==> config.mk <==
export PLATFORM = sky130hd
export DESIGN_NAME = dbcr_regs
export DESIGN_NICKNAME = d
export VERILOG_FILES = /design/src/hw/rtl/dbcr_pkg.sv /design/src/hw/rtl/dbcr_regs.sv
export SDC_FILE = /design/constraint.sdc
export NUM_CORES = 1
export LEC_CHECK = 0
export BUFFER_PORTS_ARGS = -buffer_cell sky130_fd_sc_hd__buf_2
export CAP_MARGIN = 10
export CORE_AREA = 2 2 68 70
export DETAILED_ROUTE_END_ITERATION = 12
export DIE_AREA = 0 0 70 72
export PLACE_DENSITY = 0.84
export SYNTH_ARGS = -nofsm -noshare
export SYNTH_HDL_FRONTEND = slang
export SYNTH_SLANG_ARGS = --single-unit
export TNS_END_PERCENT = 1
==> constraint.sdc <==
create_clock -name clk -period 2.1 [get_ports clk]
set_clock_uncertainty 0.15 [all_clocks]
set_input_delay 0.315 -clock clk [delete_from_list [all_inputs] [get_ports clk]]
set_output_delay 0.315 -clock clk [all_outputs]
set_load 0.02 [all_outputs]
==> src/hw/rtl/dbcr_pkg.sv <==
// ----------------------------------------------------------------------------
// Depth background capture/remove package
// Shared types and constants for the background capture and removal unit.
// ----------------------------------------------------------------------------
package dbcr_pkg;

  localparam int unsigned MAX_PIXELS_DEF = 524288;
  localparam int unsigned IDX_W          = 20;
  localparam int unsigned QUEUE_DEPTH    = 4;
  localparam int unsigned PADDR_W        = 4;

  localparam logic [10:0] WIDTH_MAX  = 11'd1024;
  localparam logic [9:0]  HEIGHT_MAX = 10'd512;

  localparam logic [10:0] WIDTH_RST   = 11'd640;
  localparam logic [9:0]  HEIGHT_RST  = 10'd480;
  localparam logic [15:0] INVALID_RST = 16'd2047;

  localparam logic [1:0] REG_FRAME_WIDTH   = 2'd0;
  localparam logic [1:0] REG_FRAME_HEIGHT  = 2'd1;
  localparam logic [1:0] REG_INVALID_VALUE = 2'd2;
  localparam logic [1:0] REG_REMOVE_ENABLE = 2'd3;

  localparam logic FUNC_PIXEL   = 1'b0;
  localparam logic FUNC_CAPTURE = 1'b1;

  localparam logic [1:0] OP_FILL   = 2'd0;
  localparam logic [1:0] OP_MIN    = 2'd1;
  localparam logic [1:0] OP_REMOVE = 2'd2;
  localparam logic [1:0] OP_PASS   = 2'd3;

  typedef struct packed {
    logic        func;
    logic [15:0] depth_in;
    logic [15:0] frame_count;
  } dbcr_in_t;

  typedef struct packed {
    logic [15:0] depth_out;
    logic        frame_last;
  } dbcr_out_t;

  typedef struct packed {
    logic [10:0] frame_width;
    logic [9:0]  frame_height;
    logic [15:0] invalid_value;
    logic        remove_enable;
  } dbcr_cfg_t;

  typedef struct packed {
    logic [1:0]       op;
    logic             in_range;
    logic [IDX_W-1:0] idx;
    logic [15:0]      depth;
    logic [15:0]      inv;
    logic             last;
  } dbcr_op_t;

endpackage

==> src/hw/rtl/dbcr_regs.sv <==
// ----------------------------------------------------------------------------
// Configuration registers
// APB-style register file holding frame size, invalid code and removal enable.
// ----------------------------------------------------------------------------
module dbcr_regs (
  input  logic                        clk,
  input  logic                        rst,
  input  logic                        psel,
  input  logic                        penable,
  input  logic                        pwrite,
  input  logic [dbcr_pkg::PADDR_W-1:0] paddr,
  input  logic [31:0]                 pwdata,
  output logic [31:0]                 prdata,
  output logic                        pready,
  output dbcr_pkg::dbcr_cfg_t         cfg
);

  logic       wr_en;
  logic [1:0] reg_sel;

  assign pready  = 1'b1;
  assign wr_en   = psel && penable && pwrite;
  assign reg_sel = paddr[dbcr_pkg::PADDR_W-1:2];

  always_ff @(posedge clk) begin
    if (rst) begin
      cfg.frame_width   <= dbcr_pkg::WIDTH_RST;
      cfg.frame_height  <= dbcr_pkg::HEIGHT_RST;
      cfg.invalid_value <= dbcr_pkg::INVALID_RST;
      cfg.remove_enable <= 1'b0;
    end else if (wr_en) begin
      unique case (reg_sel)
        dbcr_pkg::REG_FRAME_WIDTH:   cfg.frame_width   <= pwdata[10:0];
        dbcr_pkg::REG_FRAME_HEIGHT:  cfg.frame_height  <= pwdata[9:0];
        dbcr_pkg::REG_INVALID_VALUE: cfg.invalid_value <= pwdata[15:0];
        dbcr_pkg::REG_REMOVE_ENABLE: cfg.remove_enable <= pwdata[0];
        default: ;
      endcase
    end
  end

  always_comb begin
    unique case (reg_sel)
      dbcr_pkg::REG_FRAME_WIDTH:   prdata = {21'd0, cfg.frame_width};
      dbcr_pkg::REG_FRAME_HEIGHT:  prdata = {22'd0, cfg.frame_height};
      dbcr_pkg::REG_INVALID_VALUE: prdata = {16'd0, cfg.invalid_value};
      dbcr_pkg::REG_REMOVE_ENABLE: prdata = {31'd0, cfg.remove_enable};
      default:                     prdata = 32'd0;
    endcase
  end

endmodule

==> impl_metrics.env <==
export IMPL_ctsHtreeMaxLevel=2
export IMPL_cts_clk_slew_worst_paths_ps=70
export IMPL_yosys_register_bits=38
export IMPL_critPathCaptureType="output port"
export IMPL_cts_setup_buffers=0
export IMPL_fp_dieH_um=72
export IMPL_coreArea_sq_um=4260
export IMPL_top_usage_layer="met2"
export IMPL_arrival_ps=1360
export IMPL_maxSlewViolCount=0
export IMPL_grt_max_degree=38
export IMPL_yosysSeqAreaShare_pct=38.0
export IMPL_p_comb_share_pct=15.1
export IMPL_use_met3_pct=5.14
export IMPL_avgSynthCellArea_sq_um=9.17
export IMPL_hold_depth=3
export IMPL_synthCells=218
export IMPL_cp_start_kind="input port"
export IMPL_fin_tns_setup_ps=0
export IMPL_routabilityCongestion=0.776
export IMPL_largest_reg_flops=38
export IMPL_fin_crit_sh_pct=87.1
export IMPL_cts_hold_buffers_added=0
export IMPL_r2r_start="cfg[0]"
export IMPL_grt_total_usage_pct=18.2
export IMPL_cts_buffers_inserted=5
export IMPL_hp_start="pwdata[14]"
export IMPL_antenna_found_initial=0
export IMPL_gr_usage_met1_pct=23.1
export IMPL_p_per_area_nw_per_um2=591
export IMPL_wire_per_inst_um=12.7
export IMPL_setup_viol=0
export IMPL_yosysUniqueCellTypes=20
export IMPL_synth_area_sq_um=2000
export IMPL_area_growth_pct=23.7
export IMPL_post_route_min_period_ps=1830
export IMPL_fmax_ghz=0.547
export IMPL_finish_net_count=335
export IMPL_hpwl_um=3260
export IMPL_drt_first_pass_iters=4
export IMPL_p_sw_uw=383
export IMPL_wl_um=4390
export IMPL_clk_latency_ps=270
export IMPL_grt_overflow=0
export IMPL_post_cts_resized=0
export IMPL_critPathRequiredTime_ps=1630
export IMPL_reg2regPathDepth=3
export IMPL_numClockSinks=38
export IMPL_rsz0062_at_grt="false"
export IMPL_hp_class="input port to flip-flop"
export IMPL_status="finished clean"
export IMPL_num_antenna_cells=0
export IMPL_die_x_um=70
export IMPL_die_area_sq_um=5040
export IMPL_top_register="cfg"
export IMPL_io_buffers=76
export IMPL_start_util_pct=46.9
export IMPL_top_regs="cfg: 38 flops"
export IMPL_ys_warn_count=0
export IMPL_io_pins=112
export IMPL_vias=1655
export IMPL_drive_gt1_share_pct=33.6
export IMPL_drt_vias_per_instance=4.77
export IMPL_rows=24
export IMPL_final_util_pct=58.0
export IMPL_power_clock_fraction_pct=34.5
export IMPL_drc=0
export IMPL_hold_viol=0
export IMPL_cts_root_buf="clkbuf_8"
export IMPL_crit_slowest_cell="nor2b_1"
export IMPL_grt_pass1_wl_um=7340
export IMPL_grt_pass1_vias=1547
export IMPL_met2_usage_pct=30.7
export IMPL_p_leak_nw=1.15
export IMPL_p_int_mw=1.08
export IMPL_regToRegSetupSlack_ps=1230
export IMPL_cts_tree="built"
export IMPL_p_sw_share_pct=26.2
export IMPL_path_cells="buf_2 -> nor2b_1 -> buf_4 -> nand2_1 -> o21ai_0 -> buf_2"
export IMPL_maxCapViolCount=0
export IMPL_crit_path_max_incr_delay_ps=290
export IMPL_pwr_share_seq_pct=50.4
export IMPL_clk_path_buf_depth=2
export IMPL_cp_common_cell="buf_2"
export IMPL_min_to="cfg[15]"
export IMPL_initialDrtViolationCount=60
export IMPL_path_max_fanout=11
export IMPL_rr_endpoint="cfg[0]"
export IMPL_peakVddDrop_v=0.000306
export IMPL_ant_nets=0
export IMPL_path_class="input port to output port"
## synthesized netlist by cell type
master / n / area, sq um
o21ai_0: 10 / 50.1
o31ai_1: 1 / 7.51
nor3_2: 1 / 10.0
nor3b_1: 1 / 7.51
mux4_2: 1 / 22.5
nor2b_1: 2 / 12.5
nand3_2: 1 / 10.0
conb_1: 2 / 7.51
nand2_1: 10 / 37.5
mux2i_1: 47 / 470
or3_1: 1 / 6.26
nor2_1: 29 / 109
dfxtp_1: 38 / 761
nand2b_1: 35 / 219
clkbuf_1: 7 / 26.3
nor3b_2: 1 / 12.5
buf_2: 3 / 15.0
and2_1: 5 / 31.3
buf_6: 3 / 33.8
buf_4: 20 / 150
## metal layers
layer  vias up  wire length (um)
li1        828                 -
met1       764              2000
met2        59              2080
met3         4               283
met4         0                23
met5         -                 0
## metrics by stage
stage	hold WS, ps	instance area [sq um]	worst slack, ps	power (mW)	cells
detailed placement	320	2380	269	0.975	339
finish	139	2470	272	1.46	347
global route	140	2470	136	1.54	347
floorplan	320	2060	363	0.927	233
global placement	316	2380	289	0.973	339
CTS	126	2470	261	1.49	347
## power groups by stage
stage	clock network, mW	logic [mW]	registers, mW
after global routing	0.562	0.242	0.738
final	0.504	0.221	0.737
after floorplan	0	0.163	0.764
after CTS	0.528	0.223	0.736
after global placement	0	0.220	0.753
after detailed placement	0	0.222	0.753
## worst max path at each step
stage                     startpoint  cells past startpoint  slack [ps]   endpoint
after detailed placement    paddr[3]                      6         270  prdata[2]
after global placement      paddr[3]                      6         290  prdata[6]
after floorplan             paddr[2]                      4         360  prdata[1]
final                       paddr[3]                      6         270  prdata[6]
after CTS                   paddr[3]                      6         260  prdata[2]
after global routing        paddr[3]                      6         140  prdata[1]
## worst max-delay path: cells and delay by family
| family | cells | cell delay [ps] |
|---|---|---|
| simple gates | 2 | 340 |
| buf+inv | 3 | 640 |
| compound gates | 1 | 60 |
## final cells by class
cell class              count  area [sq um]
fillers                   382          1790
flip-flops and latches     38           761
repair buffers             87           475
multi-input cells         162          1080
clock inverters             1          5.00
clock buffers               7          86.3
well taps                  52          65.1
## kinds of logic (layout without fill, tap and decap cells)
family          Yosys count  after routing  share of synthesized area [%]
compound gates           11             11                           2.88
buf+inv                  33             95                           11.3
flops                    38             38                           38.0
mux                      48             48                           24.7
other cells               2             17                          0.376
simple gates             86             86                           22.8
## layout by cell type, fill, tap and decap left out, types with 2 or more instances in the layout
| cell type | Yosys | routed |
|---|---|---|
| buf_2 | 3 | 76 |
| nor2b_1 | 2 | 2 |
| dfxtp_1 | 38 | 38 |
| and2_1 | 5 | 5 |
| nand2b_1 | 35 | 35 |
| nor2_1 | 29 | 29 |
| conb_1 | 2 | 17 |
| buf_4 | 20 | 10 |
| nand2_1 | 10 | 10 |
| clkbuf_8 | 0 | 6 |
| mux2i_1 | 47 | 47 |
| o21ai_0 | 10 | 10 |
No activity file was read; power rests on OpenSTA's default activity.
