[src/hw/rtl/dbcr_pkg.sv]
// ----------------------------------------------------------------------------
// Depth background capture/remove package
// Shared types and constants for the background capture and removal unit.
// ----------------------------------------------------------------------------
package dbcr_pkg;

  localparam int unsigned MAX_PIXELS_DEF = 524288;
  localparam int unsigned IDX_W          = 20;
  localparam int unsigned QUEUE_DEPTH    = 4;
  localparam int unsigned PADDR_W        = 4;

  localparam logic [10:0] WIDTH_MAX  = 11'd1024;
  localparam logic [9:0]  HEIGHT_MAX = 10'd512;

  localparam logic [10:0] WIDTH_RST   = 11'd640;
  localparam logic [9:0]  HEIGHT_RST  = 10'd480;
  localparam logic [15:0] INVALID_RST = 16'd2047;

  localparam logic [1:0] REG_FRAME_WIDTH   = 2'd0;
  localparam logic [1:0] REG_FRAME_HEIGHT  = 2'd1;
  localparam logic [1:0] REG_INVALID_VALUE = 2'd2;
  localparam logic [1:0] REG_REMOVE_ENABLE = 2'd3;

  localparam logic FUNC_PIXEL   = 1'b0;
  localparam logic FUNC_CAPTURE = 1'b1;

  localparam logic [1:0] OP_FILL   = 2'd0;
  localparam logic [1:0] OP_MIN    = 2'd1;
  localparam logic [1:0] OP_REMOVE = 2'd2;
  localparam logic [1:0] OP_PASS   = 2'd3;

  typedef struct packed {
    logic        func;
    logic [15:0] depth_in;
    logic [15:0] frame_count;
  } dbcr_in_t;

  typedef struct packed {
    logic [15:0] depth_out;
    logic        frame_last;
  } dbcr_out_t;

  typedef struct packed {
    logic [10:0] frame_width;
    logic [9:0]  frame_height;
    logic [15:0] invalid_value;
    logic        remove_enable;
  } dbcr_cfg_t;

  typedef struct packed {
    logic [1:0]       op;
    logic             in_range;
    logic [IDX_W-1:0] idx;
    logic [15:0]      depth;
    logic [15:0]      inv;
    logic             last;
  } dbcr_op_t;

endpackage

[src/hw/rtl/dbcr_front.sv]
// ----------------------------------------------------------------------------
// Front end
// Tracks the raster position and capture state and classifies each beat.
// ----------------------------------------------------------------------------
module dbcr_front #(
  parameter int unsigned MAX_PIXELS = dbcr_pkg::MAX_PIXELS_DEF
) (
  input  logic                clk,
  input  logic                rst,
  input  dbcr_pkg::dbcr_cfg_t cfg,
  input  logic                in_valid,
  output logic                in_stall,
  input  dbcr_pkg::dbcr_in_t  in_data,
  input  logic                q_full,
  output logic                q_push,
  output dbcr_pkg::dbcr_op_t  q_entry
);

  logic [15:0] frames_left;
  logic        store_present;
  logic [9:0]  column_pos;
  logic [8:0]  row_pos;

  logic [10:0] w;
  logic [9:0]  h;
  logic        row_end;
  logic        last;
  logic [dbcr_pkg::IDX_W-1:0] idx;
  logic        accept;

  assign in_stall = q_full;
  assign accept   = in_valid && !q_full;
  assign q_push   = accept;

  always_comb begin
    if (cfg.frame_width == 11'd0) begin
      w = 11'd1;
    end else if (cfg.frame_width > dbcr_pkg::WIDTH_MAX) begin
      w = dbcr_pkg::WIDTH_MAX;
    end else begin
      w = cfg.frame_width;
    end
    if (cfg.frame_height == 10'd0) begin
      h = 10'd1;
    end else if (cfg.frame_height > dbcr_pkg::HEIGHT_MAX) begin
      h = dbcr_pkg::HEIGHT_MAX;
    end else begin
      h = cfg.frame_height;
    end
  end

  assign row_end = ({1'b0, column_pos} + 11'd1) >= w;
  assign last    = row_end && (({1'b0, row_pos} + 10'd1) >= h);
  assign idx     = dbcr_pkg::IDX_W'(row_pos) * dbcr_pkg::IDX_W'(w)
                 + dbcr_pkg::IDX_W'(column_pos);

  always_comb begin
    q_entry.depth    = in_data.depth_in;
    q_entry.inv      = cfg.invalid_value;
    q_entry.idx      = idx;
    q_entry.in_range = {1'b0, idx} < 21'(MAX_PIXELS);
    q_entry.last     = last;
    if (in_data.func == dbcr_pkg::FUNC_CAPTURE) begin
      q_entry.op = dbcr_pkg::OP_FILL;
    end else if (frames_left != 16'd0) begin
      q_entry.op = dbcr_pkg::OP_MIN;
    end else if (cfg.remove_enable && store_present) begin
      q_entry.op = dbcr_pkg::OP_REMOVE;
    end else begin
      q_entry.op = dbcr_pkg::OP_PASS;
    end
  end

  always_ff @(posedge clk) begin
    if (rst) begin
      frames_left   <= 16'd0;
      store_present <= 1'b0;
      column_pos    <= 10'd0;
      row_pos       <= 9'd0;
    end else if (accept) begin
      if (in_data.func == dbcr_pkg::FUNC_CAPTURE) begin
        frames_left   <= in_data.frame_count;
        store_present <= 1'b1;
        column_pos    <= 10'd0;
        row_pos       <= 9'd0;
      end else begin
        if (frames_left != 16'd0 && last) begin
          frames_left <= frames_left - 16'd1;
        end
        if (row_end) begin
          column_pos <= 10'd0;
          row_pos    <= last ? 9'd0 : row_pos + 9'd1;
        end else begin
          column_pos <= column_pos + 10'd1;
        end
      end
    end
  end

endmodule

[config.mk]
export PLATFORM = sky130hd
export DESIGN_NAME = dbcr_front
export DESIGN_NICKNAME = d
export VERILOG_FILES = /design/src/hw/rtl/dbcr_pkg.sv /design/src/hw/rtl/dbcr_front.sv
export SDC_FILE = /design/constraint.sdc
export NUM_CORES = 1
export LEC_CHECK = 0
export BUFFER_PORTS_ARGS = -buffer_cell sky130_fd_sc_hd__buf_2
export CAP_MARGIN = 0
export CORE_MARGIN = 4
export CORE_UTILIZATION = 57
export DETAILED_ROUTE_END_ITERATION = 10
export GPL_TIMING_DRIVEN = 0
export PLACE_DENSITY = 0.8
export SLEW_MARGIN = 10
export SYNTH_ARGS = -nofsm -noshare
export SYNTH_HDL_FRONTEND = slang
export SYNTH_SLANG_ARGS = --single-unit
[constraint.sdc]
create_clock -name clk -period 7.7 [get_ports clk]
set_input_delay 0.385 -clock clk [delete_from_list [all_inputs] [get_ports clk]]
set_output_delay 0.385 -clock clk [all_outputs]
set_load 0.02 [all_outputs]
==> results of run 1 <==
-- final cells by class --
| cell class | instances | area (um2) | share of cell area (%) |
|---|---|---|---|
| Multi-Input combinational cell | 561 | 4916 | 68.59 |
| Buffer | 62 | 380.4 | 5.307 |
| Tap cell | 140 | 175.2 | 2.444 |
| Clock buffer | 7 | 96.34 | 1.344 |
| Antenna cell | 1 | 2.502 | 0.03492 |
| Sequential cell | 36 | 720.7 | 10.06 |
| Timing Repair Buffer | 100 | 500.5 | 6.983 |
| Inverter | 100 | 375.4 | 5.237 |
-- registers in the layout (all words and copies together), names as in the netlist --
register / cells
frames_left: 16
column_pos: 10
row_pos: 9
store_present: 1
-- kinds of logic (layout without fill, tap and decap cells) --
logic type	after synthesis	after routing	share of synthesized area, %
compound gates	122	122	14.00
xor+xnor	36	36	4.933
fa+ha+maj	150	150	37.58
buf+inv	162	269	11.82
flops	36	36	11.27
mux	2	2	0.3327
other cells	0	1	0
simple gates	251	251	20.06
-- power by group --
group | leakage, nW | switching (mW) | internal (mW)
Combinational | 3.52 | 0.0820 | 0.0556
Clock | 0.0503 | 0.0696 | 0.0797
Sequential | 0.291 | 0.00622 | 0.191
-- layout by cell type, fill, tap and decap left out, types with 27 or more instances in the layout --
cell | netlist | routed
buf_2 | 4 | 104
inv_1 | 99 | 99
nand2_1 | 84 | 84
ha_1 | 80 | 80
fa_1 | 70 | 70
nor2_1 | 45 | 45
dfxtp_1 | 36 | 36
buf_4 | 34 | 34
and2_1 | 32 | 32
a21oi_1 | 31 | 31
xnor2_1 | 27 | 27
-- through the flow --
stage	total power [mW]	cells	utilization, %	hold WS, ns	worst slack, ns
floorplan	0.2951	759	-	0.4401	1.426
global placement	0.3363	999	64.92	0.4767	0.7606
detailed placement	0.3379	999	64.92	0.4825	0.6663
CTS	0.4833	1006	65.80	0.3536	0.6639
global route	0.5069	1007	65.82	0.3904	0.3495
finish	0.4841	1007	65.82	0.3577	0.6747
-- layer usage --
layer	track usage, %	vias to the layer above	routed length, um
li1	-	2727	-
met1	32.09	2625	6603
met2	39.89	216	7139
met3	2.759	20	1035
met4	4.355	0	191
met5	0	-	0
-- worst max-delay path, stage by stage --
cell and delay [ns]:
buf_2 0.13, nor4_1 0.34, a31oi_1 0.21, nor2_1 0.38, nand2_1 0.16, fa_1 0.55
fa_1 0.56, inv_1 0.06, fa_1 0.50, fa_1 0.55, inv_1 0.06, fa_1 0.50
inv_1 0.04, ha_1 0.36, a211o_1 0.29, a211oi_2 0.27, nor3_2 0.14, a2111oi_4 0.46
o31ai_1 0.16, a21oi_2 0.20, xor2_1 0.14, buf_2 0.17
-- worst paths after layout --
check | slack (ns) | cells past startpoint | to
setup / recovery | 0.67 | 22 | q_entry[53]
setup reg to reg | 3.78 | 14 | row_pos[2]
hold / removal | 0.36 | 3 | frames_left[4]
hold reg to reg | 0.50 | 1 | column_pos[5]
==> results.ini, run 1 <==
[clock_network]
clock-sinks = 36
numCtsBuffers = 5
clk_pin_slew_worst_paths_ns = 0.07
clk_latency_ns = 0.29
htree_levels = 2
cts_tree = yes
post_cts_resized = 0
root_buffer = clkbuf_8
cts-hold-fix-buffers = 0
clockBufferDepth = 2
cts_setup_buffers = 0

[synthesis]
ys_top_cells_by_area = fa_1, ha_1, dfxtp_1
synth_top_cells_by_count = inv_1, nand2_1, ha_1
ys_async_sr_fraction_pct = 0
synth_ff_type = dfxtp_1
ys_ff_latch = 36
synth_cell_type_count = 62
synth_area_leader_cell = fa_1
synth_most_common_cell = inv_1
syn_area_um2 = 6392
syn_avg_cell_area_um2 = 8.422
ys_seq_area_share_pct = 11.27
syn_nets = 984
synth_edf_count = 0
syn_inst = 759
yosysWarnings = 0
synth.top_cell.area_share_pct = 21.92

[critical_path]
cp-startpoint = cfg[29]
cp-start-kind = input port
crit_arrival_ns = 6.64
r2r-start = row_pos[2]
worst_setup_path_end_kind = primary output
critPathKind = input port to primary output
cp_max_fo = 7
critical_path_required_ns = 7.32

[floorplanning]
num_rows = 38
die-area_um2 = 12970
die_x_um = 113.9
start_util_pct = 58.71
io_pins = 133
coreArea_um2 = 10890
dieHeight_um = 113.9

[cells_and_area]
design_area_um2 = 7167
area_growth_pct = 12.12
num-fill-cells = 969
drive_gt1_share_pct = 18.36
nets = 1091

[sta]
setup_viol = 0
fin_crit_sh_pct = 91.24
fin_crit_ns = 7.025
rsz0062_at_grt = no
tightestPinTransition_ns = 1.015
max_freq_ghz = 0.1423
setup_tns_ns = 0
timing.slew.headroom_pct = 31.41
hold_violations = 0
skew_ns = 0.004919
slew_violations = 0

[drt]
ant_nets = 0
drt-initial-drc-count = 324
routed_via_density = 5.549
firstDrtPassIters = 5
vias = 5588
drc_errors = 0
wire_per_inst_um = 14.86
wl_mm = 14.97

[place]
dp_hpwl_mm = 12.45
gp_congestion = 0.9386
dpl-instance-area_um2 = 7068
portBuffers = 100

[global_routing]
grt_antenna_before_repair = 1
grt_max_degree = 11
grt_pass1_vias = 5427
gr-usage-all-layers_pct = 23.27
overflow = 0
grt_pass1_wl_mm = 24.96

[job]
max_cap_violations = 0

[worst_hold_path]
min_from = in_data[4]
hp-class = input port to register

[pwr]
p_leak_nw = 3.861
peakVddDrop_uv = 84.75
pwr_density_cell_nw_per_um2 = 67.55

[run_status]
status = completed

(Power assumes the default switching activity.)
==> run 2, diff against run 1 <==
==> constraint.sdc (replaced) <==
create_clock -name clk -period 7.7 [get_ports clk]
set_input_delay 1.925 -clock clk [delete_from_list [all_inputs] [get_ports clk]]
set_output_delay 1.925 -clock clk [all_outputs]
set_load 0.02 [all_outputs]
==> run 2 against run 1 <==
Against the previous run: the run now ends with setup timing left; die area unchanged; via count increased by 7.5%; maximum frequency decreased by 24%; final cell count increased by 3.3%; clock-buffer cell count decreased by 2; setup slack got worse by 2.2 ns; wire length increased by 18%; final area increased by 13%; sequential share of layout area decreased by 1.2 points; clock skew increased by 0.0092 ns; global-route usage increased by 2.9 points; critical endpoint unchanged; highest routed layer unchanged.
==> results.ini, run 2 (synthesis gave the netlist of run 1 again) <==
[critical_path]
crit_arrival_ns = 7.31
worst_setup_path_end_kind = primary output
r2r_end = row_pos[6]
critical_path_required_ns = 5.78
reg2reg_depth = 14
r2r_slack_ns = 3.85
cp-start-kind = input port
cp_max_fo = 5
critPathKind = input port to primary output
r2r-start = row_pos[2]

[place]
gp_congestion = 0.8927
dp_hpwl_mm = 12.89
placed_cells = 999
portBuffers = 100
pre_cts_slack_ns = -1.810

[sta]
timing.slew.headroom_pct = 37.85
skew_ns = 0.01415
fin_crit_ns = 9.230
setup_tns_ns = -15.36
setup_slack_ns = -1.530
rsz0062_at_grt = yes
hold_violations = 0
slew_violations = 0
fin_crit_sh_pct = 119.9
setup_viol = 15
tightestPinTransition_ns = 0.9193
max_freq_ghz = 0.1083

[clock_network]
htree_levels = 2
clk_pin_slew_worst_paths_ns = 0.07
clock-sinks = 36
cts-hold-fix-buffers = 0
clockBufferDepth = 2
clk_latency_ns = 0.29
numCtsBuffers = 5
cts_tree = yes
root_buffer = clkbuf_8

[worst_hold_path]
hp-class = register to register
min_to = column_pos[5]
min_path_cells = 1
min_from = column_pos[5]

[run_status]
status = finished, violations left
violations = setup timing

[drt]
routed_via_density = 5.774
wl_mm = 17.69
drt-initial-drc-count = 425
drc_errors = 0
firstDrtPassIters = 5
wire_per_inst_um = 17.01
vias = 6005
ant_nets = 0

[cells_and_area]
layout.cells.non_filler = 1040
num-fill-cells = 783
largest_reg_flops = 16
final_cell_mix = inv_1, buf_2, nand2_1
largest_register = frames_left
reg_top3 = frames_left (16), column_pos (10), row_pos (9)
nets = 1124
area_growth_pct = 26.91
layout_commonest_cell = inv_1
finish.utilization_pct = 74.51
diodes = 0
drive_gt1_share_pct = 31.22

[floorplanning]
dieHeight_um = 113.9
die_x_um = 113.9
die-area_um2 = 12970
coreArea_um2 = 10890
io_pins = 133
num_rows = 38
start_util_pct = 58.71

[global_routing]
grt_pass1_wl_mm = 28.01
overflow = 0
grt_max_degree = 13
grt_antenna_before_repair = 0
gr-usage-all-layers_pct = 26.19
grt_pass1_vias = 6109

[pwr]
switching_share_pct = 32.08
pwr_density_cell_nw_per_um2 = 64.82
pwr-share-clk_pct = 31.8
switchingPower_mw = 0.1687
p_int_mw = 0.3572
p_seq_share_pct = 37.5
combPwrFrac_pct = 30.7
p_leak_nw = 4.245
peakVddDrop_uv = 104.0
fin_total_pwr_mw = 0.5259

[job]
max_cap_violations = 0

## run 2: how the worst max path moves through the flow
stage | from | end | slack (ns) | cells after the start
floorplan | cfg[33] | q_entry[53] | -1.14 | 20
global placement | cfg[33] | q_entry[53] | -1.73 | 22
detailed placement | cfg[33] | q_entry[53] | -1.81 | 22
CTS | cfg[34] | q_entry[53] | -1.59 | 22
global route | cfg[37] | q_entry[53] | -1.75 | 23
finish | cfg[37] | q_entry[53] | -1.53 | 23
## run 2: critical path, stage by stage
cell and delay, ns:
buf_12 0.11, clkbuf_16 0.16, nor2b_4 0.18, nand2_2 0.10
fa_1 0.55, inv_1 0.07, fa_1 0.52, inv_1 0.06
fa_1 0.47, inv_1 0.06, fa_1 0.52, inv_1 0.05
fa_1 0.51, inv_1 0.07, ha_4 0.18, a211o_1 0.32
a211oi_4 0.26, nor3_4 0.10, a2111oi_4 0.38, o31ai_2 0.15
a21oi_2 0.25, xor2_2 0.16, buf_6 0.13
## run 2: through the flow
| stage | hold WS [ns] | instance area [um2] |
|---|---|---|
| 2_1_floorplan | 0.4401 | 6664 |
| 3_3_place_gp | 0.4735 | 7340 |
| 3_5_place_dp | 0.4848 | 7340 |
| 4_1_cts | 0.5055 | 7931 |
| 5_1_grt | 0.5294 | 8113 |
| 6_report | 0.5031 | 8113 |
## run 2: layout make-up
type | instances | area [um2] | share of cell area [%]
Multi-Input combinational cell | 561 | 5425 | 66.87
Inverter | 100 | 375.4 | 4.627
Tap cell | 140 | 175.2 | 2.159
Timing Repair Buffer | 134 | 893.4 | 11.01
Clock buffer | 5 | 68.82 | 0.8482
Sequential cell | 36 | 720.7 | 8.883
Buffer | 61 | 411.6 | 5.074
Clock inverter | 3 | 42.54 | 0.5244
## run 2: power groups by stage
stage / Clock [mW] / Sequential [mW] / Combinational, mW
5_1_grt: 0.177 / 0.198 / 0.175
3_3_place_gp: 0 / 0.201 / 0.139
4_1_cts: 0.170 / 0.197 / 0.155
3_5_place_dp: 0 / 0.201 / 0.143
6_report: 0.167 / 0.197 / 0.161
2_1_floorplan: 0 / 0.199 / 0.0993
## run 2: what timing repair did
action,CTS,global route
setup endpoints to repair,16,16
gates cloned,1,0
buffers inserted,24,9
gates resized for setup,75,35
pin swaps,41,35
## run 2: metal layers
metal | track usage [%] | vias up | share of wire (%) | wire (um)
met4 | 6.888 | 0 | 2.3 | 400
met1 | 34.78 | 2909 | 41 | 7340
li1 | - | 2778 | - | -
met2 | 45.19 | 281 | 50 | 8825
met3 | 3.501 | 37 | 6.3 | 1123
met5 | 0 | - | 0 | 0
