### src/hw/rtl/dbcr_pkg.sv
// ----------------------------------------------------------------------------
// Depth background capture/remove package
// Shared types and constants for the background capture and removal unit.
// ----------------------------------------------------------------------------
package dbcr_pkg;

  localparam int unsigned MAX_PIXELS_DEF = 524288;
  localparam int unsigned IDX_W          = 20;
  localparam int unsigned QUEUE_DEPTH    = 4;
  localparam int unsigned PADDR_W        = 4;

  localparam logic [10:0] WIDTH_MAX  = 11'd1024;
  localparam logic [9:0]  HEIGHT_MAX = 10'd512;

  localparam logic [10:0] WIDTH_RST   = 11'd640;
  localparam logic [9:0]  HEIGHT_RST  = 10'd480;
  localparam logic [15:0] INVALID_RST = 16'd2047;

  localparam logic [1:0] REG_FRAME_WIDTH   = 2'd0;
  localparam logic [1:0] REG_FRAME_HEIGHT  = 2'd1;
  localparam logic [1:0] REG_INVALID_VALUE = 2'd2;
  localparam logic [1:0] REG_REMOVE_ENABLE = 2'd3;

  localparam logic FUNC_PIXEL   = 1'b0;
  localparam logic FUNC_CAPTURE = 1'b1;

  localparam logic [1:0] OP_FILL   = 2'd0;
  localparam logic [1:0] OP_MIN    = 2'd1;
  localparam logic [1:0] OP_REMOVE = 2'd2;
  localparam logic [1:0] OP_PASS   = 2'd3;

  typedef struct packed {
    logic        func;
    logic [15:0] depth_in;
    logic [15:0] frame_count;
  } dbcr_in_t;

  typedef struct packed {
    logic [15:0] depth_out;
    logic        frame_last;
  } dbcr_out_t;

  typedef struct packed {
    logic [10:0] frame_width;
    logic [9:0]  frame_height;
    logic [15:0] invalid_value;
    logic        remove_enable;
  } dbcr_cfg_t;

  typedef struct packed {
    logic [1:0]       op;
    logic             in_range;
    logic [IDX_W-1:0] idx;
    logic [15:0]      depth;
    logic [15:0]      inv;
    logic             last;
  } dbcr_op_t;

endpackage

### src/hw/rtl/dbcr_queue.sv
// ----------------------------------------------------------------------------
// Operation queue
// Short register FIFO between the front end and the back end.
// ----------------------------------------------------------------------------
module dbcr_queue (
  input  logic               clk,
  input  logic               rst,
  input  logic               push,
  input  dbcr_pkg::dbcr_op_t push_entry,
  output logic               full,
  input  logic               pop,
  output logic               head_valid,
  output dbcr_pkg::dbcr_op_t head
);

  localparam int unsigned PTR_W = $clog2(dbcr_pkg::QUEUE_DEPTH);
  localparam int unsigned CNT_W = PTR_W + 1;

  dbcr_pkg::dbcr_op_t entries [dbcr_pkg::QUEUE_DEPTH];
  logic [PTR_W-1:0] wr_ptr;
  logic [PTR_W-1:0] rd_ptr;
  logic [CNT_W-1:0] count;

  assign full       = count == CNT_W'(dbcr_pkg::QUEUE_DEPTH);
  assign head_valid = count != '0;
  assign head       = entries[rd_ptr];

  always_ff @(posedge clk) begin
    if (push) begin
      entries[wr_ptr] <= push_entry;
    end
  end

  always_ff @(posedge clk) begin
    if (rst) begin
      wr_ptr <= '0;
      rd_ptr <= '0;
      count  <= '0;
    end else begin
      if (push) begin
        wr_ptr <= wr_ptr + PTR_W'(1);
      end
      if (pop) begin
        rd_ptr <= rd_ptr + PTR_W'(1);
      end
      if (push && !pop) begin
        count <= count + CNT_W'(1);
      end else if (pop && !push) begin
        count <= count - CNT_W'(1);
      end
    end
  end

endmodule

### config.mk
export PLATFORM = sky130hd
export DESIGN_NAME = dbcr_queue
export DESIGN_NICKNAME = d
export VERILOG_FILES = /design/src/hw/rtl/dbcr_pkg.sv /design/src/hw/rtl/dbcr_queue.sv
export SDC_FILE = /design/constraint.sdc
export NUM_CORES = 1
export LEC_CHECK = 0
export ABC_AREA = 1
export BUFFER_PORTS_ARGS = -buffer_cell sky130_fd_sc_hd__buf_2
export CORE_ASPECT_RATIO = 2
export CORE_MARGIN = 1.5
export CORE_UTILIZATION = 61
export CTS_CLUSTER_DIAMETER = 200
export DETAILED_ROUTE_END_ITERATION = 8
export PLACE_DENSITY = 0.84
export SLEW_MARGIN = 10
export SYNTH_ARGS = -nofsm -noshare
export SYNTH_HDL_FRONTEND = slang
export SYNTH_SLANG_ARGS = --single-unit
### constraint.sdc
create_clock -name clk -period 5.9 [get_ports clk]
set_input_delay 0.59 -clock clk [delete_from_list [all_inputs] [get_ports clk]]
set_output_delay 0.59 -clock clk [all_outputs]
set_load 0.02 [all_outputs]
==> results of run 1 <==
[cell type report]
class | count | area share
clock inverters | 7 | 0.00731
diodes | 1 | 0.000244
inverters | 17 | 0.00646
repair buffers | 122 | 0.0607
clock buffers | 27 | 0.0492
well taps | 192 | 0.0234
flip-flops and latches | 233 | 0.673
multi-input cells | 315 | 0.180
[worst max-delay path by stage]
stage          from  cells after the start                       to  slack (ns)
2_1_floorplan  push                      2  entries[0][0]$_DFFE_PP_        3.77
3_3_place_gp   flop                      5                  head[4]        2.67
3_5_place_dp   flop                      5                  head[5]        2.51
4_1_cts        flop                      5                  head[5]        1.99
5_1_grt        flop                      5                 head[48]        1.76
6_report       flop                      5                  head[5]        2.05
[Yosys cell counts]
| cell | n | area share |
|---|---|---|
| sky130_fd_sc_hd__edfxtp_1 | 224 | 0.74 |
| sky130_fd_sc_hd__nor2_1 | 93 | 0.038 |
| sky130_fd_sc_hd__o21ai_0 | 87 | 0.048 |
| sky130_fd_sc_hd__o22ai_1 | 36 | 0.025 |
| sky130_fd_sc_hd__o21ai_1 | 26 | 0.014 |
| sky130_fd_sc_hd__nor2_4 | 20 | 0.025 |
| sky130_fd_sc_hd__o22ai_2 | 20 | 0.028 |
| sky130_fd_sc_hd__clkbuf_1 | 16 | 0.0066 |
| sky130_fd_sc_hd__inv_1 | 15 | 0.0062 |
| sky130_fd_sc_hd__nand2_1 | 10 | 0.0041 |
| sky130_fd_sc_hd__buf_2 | 9 | 0.0050 |
| sky130_fd_sc_hd__dfxtp_1 | 9 | 0.020 |
| sky130_fd_sc_hd__buf_6 | 6 | 0.0074 |
| sky130_fd_sc_hd__nor2_2 | 6 | 0.0041 |
| sky130_fd_sc_hd__ha_1 | 5 | 0.0069 |
| sky130_fd_sc_hd__o21ai_2 | 4 | 0.0039 |
| sky130_fd_sc_hd__a21oi_1 | 3 | 0.0017 |
| sky130_fd_sc_hd__buf_12 | 3 | 0.0066 |
| sky130_fd_sc_hd__buf_4 | 1 | 0.00083 |
| sky130_fd_sc_hd__buf_8 | 1 | 0.0017 |
| sky130_fd_sc_hd__fa_1 | 1 | 0.0022 |
| sky130_fd_sc_hd__inv_2 | 1 | 0.00041 |
| sky130_fd_sc_hd__inv_4 | 1 | 0.00069 |
| sky130_fd_sc_hd__nand3_1 | 1 | 0.00055 |
| sky130_fd_sc_hd__nand4_1 | 1 | 0.00069 |
| sky130_fd_sc_hd__nor3_1 | 1 | 0.00055 |
| sky130_fd_sc_hd__xor2_1 | 1 | 0.00097 |
[registers in the layout (all words and copies together), names as in the netlist, named ones only]
| register | cells |
|---|---|
| wr_ptr | 2 |
| entries | 224 |
| count | 3 |
| rd_ptr | 2 |
[placed cells by master, fill, tap and decap left out, types with 5 or more instances in the layout]
cell	netlist	routed
sky130_fd_sc_hd__buf_2	9	117
sky130_fd_sc_hd__buf_4	1	5
sky130_fd_sc_hd__clkbuf_1	16	8
sky130_fd_sc_hd__clkbuf_16	0	19
sky130_fd_sc_hd__dfxtp_1	9	7
sky130_fd_sc_hd__edfxtp_1	224	224
sky130_fd_sc_hd__ha_1	5	5
sky130_fd_sc_hd__inv_1	15	11
sky130_fd_sc_hd__inv_2	1	5
sky130_fd_sc_hd__nand2_1	10	10
sky130_fd_sc_hd__nor2_1	93	93
sky130_fd_sc_hd__nor2_2	6	6
sky130_fd_sc_hd__nor2_4	20	20
sky130_fd_sc_hd__o21ai_0	87	87
sky130_fd_sc_hd__o21ai_1	26	26
sky130_fd_sc_hd__o22ai_1	36	36
sky130_fd_sc_hd__o22ai_2	20	20
[per-stage QoR]
step / instance area, um2 / std cells / hold WS (ns) / utilization
after floorplan: 9080 / 601 / 0.412 / -
after global placement: 9690 / 879 / 0.413 / 0.672
after detailed placement: 9690 / 879 / 0.424 / 0.672
after CTS: 10300 / 913 / 0.284 / 0.712
after global routing: 10300 / 914 / 0.278 / 0.712
final: 10300 / 914 / 0.295 / 0.712
[report_power, final]
group / leakage [nW] / internal (mW) / total, mW / switching [mW]
Sequential: 2.13 / 1.89 / 1.93 / 0.0437
Clock: 0.285 / 0.651 / 1.20 / 0.544
Combinational: 1.17 / 0.117 / 0.369 / 0.252
[per-layer routing]
metal / track usage / up-vias / routed length (um)
met5: 0 / - / 10
met4: 0.0776 / 2 / 517
met3: 0.0367 / 34 / 900
met2: 0.408 / 169 / 9710
met1: 0.285 / 2660 / 6770
li1: - / 2451 / -
[kinds of logic (layout without fill, tap and decap cells)]
family / after synthesis / after routing / share of synthesized area
DFF: 233 / 233 / 0.761
buffers and inverters: 53 / 173 / 0.0354
and+or+nand+nor: 132 / 132 / 0.0733
xor gates and xnor gates: 1 / 1 / 0.000965
other: 0 / 1 / 0
adders and majority gates: 6 / 6 / 0.00910
AOI/OAI and AO/OA: 176 / 176 / 0.120
==> implementation parameters, run 1 <==
Parameter                              Value

Synthesis
  Mean cell area of the mapped netlist ... ~15 um2
  Sequential cell area fraction in the yosys report ... 0.761
  Number of storage elements in the synthesis netlist ... between 200 and 250
  Number of distinct library cell variants in the gate-level netlist after synthesis ... 27
  Synth Net Count ... roughly 670
  Number of cells produced by synthesis ... roughly 600
  Post-synth design cell area ... just over 9000 um2
  Synthesis Warnings ... 0

Clocking
  Buffer count from post-CTS setup fixing ... 0
  CTS Root Buffer Type ... sky130_fd_sc_hd__clkbuf_16
  Post-CTS clock slew at the launch and capture registers of the worst setup and hold paths ... approximately 0.070 ns
  Clk sinks ... approximately 230
  Post-CTS resize count ... 0
  CTS hold repair buffers ... 0
  CTS tree ... yes
  Maximum clock insertion buffer count ... 3
  Number of levels in the clock H-tree ... 1
  Clock insertion delay at the later pin of the skew report ... around 0.5 ns
  Number of CTS-inserted buffers ... 19

Detailed routing
  Antenna-violating nets left ... 0
  Total wirelength of the detailed-routed design ... around 18000 um
  Iteration count of the initial detailed-routing pass ... 4
  Number of violations reported at the end of detailed-routing iteration 0 ... 388
  Via count ... approximately 5300
  Drt drc ... 0
  Detail-routed via count per cell ... a little under 6
  Wire length per cell ... between 15 and 20 um

STA
  Setup clock skew after layout ... 0.0235 ns
  Setup total negative slack ... 0 ns
  Crit path setup slack, layout ... about 2.1 ns
  Crit path time final ... 3.85 ns
  Count of final hold-check violations ... 0
  Slew of the pin with the lowest slew margin ... 1.11 ns
  RSZ-0062 raised after global routing ... no
  Maximum clock frequency ... between 0.2 and 0.3 GHz
  Worst slew margin relative to its limit ... 0.263
  Final worst path period share ... 0.652
  Number of setup violations in the final report ... 0
  Pins over their slew limit ... 0

Placement
  Global placement routability congestion ... between 0.7 and 0.8
  Post-Place Worst Slack ... 2.51 ns
  Total of buffers placed on input and output ports ... between 100 and 150
  HPWL reported at the end of detailed placement ... around 10000 um

Worst setup path
  Library cell contributing the largest single delay on the critical path ... sky130_fd_sc_hd__dfxtp_4
  CP cell instances ... inv_4 -> buf_4 -> o21ai_0 -> o22ai_2 -> buf_2
  Worst reg-to-reg setup slack ... about 3.9 ns
  Largest driver fanout on the critical path ... 113
  Critical Path AT ... around 3.3 ns
  Total buffers and inverters traversed by the critical path ... 3
  Reg-to-reg endpoint ... entries[0][15]$_DFFE_PP_
  Worst path required time ... between 5 and 6 ns
  R2R depth ... 5
  Delay of the slowest cell on the worst path ... around 1.0 ns
  CP Capture Type ... primary output
  Startpoint of the lowest-slack register-to-register path ... wr_ptr[0]$_SDFFE_PP0P_
  Worst path top cell family by delay ... buffers and inverters
  Worst Setup Start Kind ... flop
  Startpoint-to-endpoint class of the critical path ... reg -> out

Worst hold path
  Hold path start ... rst
  Type of the most critical hold path ... in -> reg
  Endpoint with the worst hold slack ... count[0]$_SDFFE_PP0P_
  Worst Hold Depth ... 2

Power and ir drop
  Cell area power density ... 340 nW/um2
  Leakage ... about 3.6 nW
  VDD IR max ... 260 uV
  Tot Pwr ... about 3.5 mW

GRT
  First-pass GRT wire length ... 27000 um
  Largest net degree at the start of global routing ... 114
  Number of antenna violations at the first check in global routing ... 3
  Vias in the first global route ... between 5000 and 6000
  Total grt overflow ... 0
  Global-route usage over all layers ... 0.231

Run status
  Run status ... finished clean

Cells and area
  Number of nets in the layout ... between 700 and 800
  Register Area ... 6910 um2
  Fillers ... a little under 1000
  Share of cells above drive strength 1 ... 0.286
  Post-synthesis to final-layout area growth ... 13.2%
  Total area of multi-input combinational cells ... 1850 um2

Floorplanning
  Area of the die ... between 15000 and 20000 um2
  Row Count ... between 60 and 70
  Initial standard-cell utilization of the core ... 0.629
  Die X-Extent ... 89.3 um
  Top-level port count ... between 100 and 150
  Area of the core ... ~14000 um2
  DIE HEIGHT ... roughly 180 um

Job
  Max_cap viols ... 0
Note: power is estimated with default switching activity, not from simulation.
==> inputs of run 2 (changes only) <==
- CORE_UTILIZATION: 61 -> 57
- PLACE_DENSITY: 0.84 -> 0.79
- clock period: 5.9 -> 3.58 ns (I/O delays scaled with it)
==> implementation parameters, run 2 (synthesis results as in run 1) <==
Parameter                              Value

Detailed routing
  Wire length per cell ... 19.4 um (was 19.6 um)
  Detail-routed via count per cell ... 5.74 (was 5.82)
  Total wirelength of the detailed-routed design ... 18100 um (was 17900 um)
  Drt drc ... 0 (unchanged)
  Via count ... 5332 (was 5316)
  Iteration count of the initial detailed-routing pass ... 4 (unchanged)
  Antenna-violating nets left ... 0 (unchanged)
  Number of violations reported at the end of detailed-routing iteration 0 ... 427 (was 388)

Worst hold path
  Type of the most critical hold path ... in -> reg (unchanged)

Power and ir drop
  VDD IR max ... 510 uV (was 260 uV)
  Cell area power density ... 560 nW/um2 (was 340 nW/um2)
  Tot Pwr ... 5.80 mW (was 3.50 mW)
  Leakage ... 3.64 nW (was 3.59 nW)

Cells and area
  Fillers ... 1067 (was 967)
  Commonest non-fill, non-tap cells in the layout ... 224 x sky130_fd_sc_hd__edfxtp_1, 117 x sky130_fd_sc_hd__buf_2, 93 x sky130_fd_sc_hd__nor2_1, 87 x sky130_fd_sc_hd__o21ai_0, 36 x sky130_fd_sc_hd__o22ai_1 (unchanged)
  Post-synthesis to final-layout area growth ... 14.2% (was 13.2%)
  Core occupancy in the finished layout ... 0.660 (was 0.712)
  Largest registers ... entries x224, count x3 (unchanged)
  Share of cells above drive strength 1 ... 0.296 (was 0.286)
  Register ranked first by flip-flop count ... entries (unchanged)
  Area of all placed cells without fillers ... 10400 um2 (was 10300 um2)
  Number of nets in the layout ... 780 (was 774)
  Most frequent standard cell in the layout excluding fill and tap cells ... sky130_fd_sc_hd__edfxtp_1 (unchanged)
  Max FFs per register ... 224 (unchanged)

Placement
  HPWL reported at the end of detailed placement ... 10700 um (was 10500 um)
  Post-detailed-placement cell area ... 9770 um2 (was 9690 um2)
  Total of buffers placed on input and output ports ... 117 (unchanged)
  Global placement routability congestion ... 0.814 (was 0.774)

STA
  RSZ-0062 raised after global routing ... no (unchanged)
  Setup total negative slack ... 0 ns (unchanged)
  Worst hold slack after final layout ... 0.0484 ns (was 0.295 ns)
  Worst slew margin relative to its limit ... 0.297 (was 0.263)
  Final worst path period share ... 0.807
  Count of final hold-check violations ... 0 (unchanged)
  Number of setup violations in the final report ... 0 (unchanged)
  Pins over their slew limit ... 0 (unchanged)
  Slew of the pin with the lowest slew margin ... 1.05 ns (was 1.11 ns)
  Crit path time final ... 2.89 ns
  Setup clock skew after layout ... 0.00911 ns (was 0.0235 ns)
  Maximum clock frequency ... about 0.35 GHz

GRT
  Number of antenna violations at the first check in global routing ... 3 (unchanged)
  Total grt overflow ... 0 (unchanged)
  Vias in the first global route ... 5440 (was 5320)
  Largest net degree at the start of global routing ... 61 (was 114)
  Global-route usage over all layers ... 0.215 (was 0.231)
  First-pass GRT wire length ... 27600 um (was 27000 um)

Clocking
  CTS tree ... yes (unchanged)
  Number of levels in the clock H-tree ... 1 (unchanged)
  Clock insertion delay at the later pin of the skew report ... 0.48 ns (was 0.49 ns)
  CTS Root Buffer Type ... sky130_fd_sc_hd__clkbuf_16 (unchanged)
  Maximum clock insertion buffer count ... 3 (unchanged)
  Post-CTS clock slew at the launch and capture registers of the worst setup and hold paths ... 0.08 ns (was 0.07 ns)
  Buffer count from post-CTS setup fixing ... 0 (unchanged)
  Post-CTS resize count ... 0 (unchanged)
  CTS hold repair buffers ... 0 (unchanged)
  Number of CTS-inserted buffers ... 18 (was 19)
  Clk sinks ... 233 (unchanged)

Run status
  Run status ... finished clean (unchanged)

Floorplanning
  Die X-Extent ... 92.2 um (was 89.3 um)
  Top-level port count ... 118 (unchanged)
  Area of the die ... 16700 um2 (was 15700 um2)
  Initial standard-cell utilization of the core ... 0.578 (was 0.629)
  DIE HEIGHT ... 181 um (was 176 um)
  Row Count ... 65 (was 62)
  Area of the core ... 15700 um2 (was 14400 um2)

Worst setup path
  CP Capture Type ... primary output (unchanged)
  Startpoint-to-endpoint class of the critical path ... reg -> out (unchanged)
  Library cell contributing the largest single delay on the critical path ... sky130_fd_sc_hd__dfxtp_4 (unchanged)
  Largest driver fanout on the critical path ... 60 (was 113)
  Worst path required time ... 3.22 ns (was 5.31 ns)
  Total buffers and inverters traversed by the critical path ... 2 (was 3)
  Delay of the slowest cell on the worst path ... 0.69 ns (was 1.04 ns)
  Worst Setup Start Kind ... flop (unchanged)
  CP cell instances ... buf_4 -> o21ai_0 -> o22ai_1 -> buf_2 (was inv_4 -> buf_4 -> o21ai_0 -> o22ai_2 -> buf_2)
  Critical Path AT ... 2.53 ns (was 3.26 ns)
  Worst path top cell family by delay ... buffers and inverters (unchanged)

Job
  Max_cap viols ... 0 (unchanged)
==> run 2: cell count changes in the layout (fill, tap and decap cells not counted), moves of 2 or more <==
cell / before / now
sky130_fd_sc_hd__clkinv_1: 0 / 3
sky130_fd_sc_hd__clkinv_4: 0 / 2
sky130_fd_sc_hd__clkbuf_1: 8 / 1
sky130_fd_sc_hd__buf_4: 5 / 11
==> run 2: final timing paths <==
kind	startpoint	endpoint	slack (ns)	cells past startpoint
max	flop	head[28]	0.69	4
min	rst	count[0]$_SDFFE_PP0P_	0.05	2
max reg2reg	wr_ptr[0]$_SDFFE_PP0P_	entries[0][6]$_DFFE_PP_	1.61	5
min reg2reg	rd_ptr[1]$_SDFFE_PP0P_	flop	0.46	1
==> run 2: power by group <==
part           leakage (nW)  switching, mW  internal (mW)
clock network         0.292          0.884           1.12
registers              2.13         0.0467           3.11
logic                  1.21          0.444          0.198
==> run 2: metal layers <==
layer  routed length [um]  global-route usage
met5                   10                   0
met3                 1010              0.0281
met4                  654               0.108
met1                 6670               0.252
met2                 9710               0.384
==> run 2: layout make-up <==
cell class	count	area (um2)	area share
clock buffer	20	479	0.0462
multi-input combinational	315	1850	0.178
sequential	233	6910	0.667
clock inverter	12	116	0.0112
timing repair buffer	129	688	0.0664
antenna	2	5.00	0.000483
inverter	17	66.3	0.00640
tap	201	251	0.0243
==> run 2: metrics by stage <==
stage,setup WS [ns],std cells
after floorplan,1.49,601
after global placement,1.29,895
after detailed placement,1.18,895
after CTS,0.660,927
after global routing,0.549,929
final,0.691,929
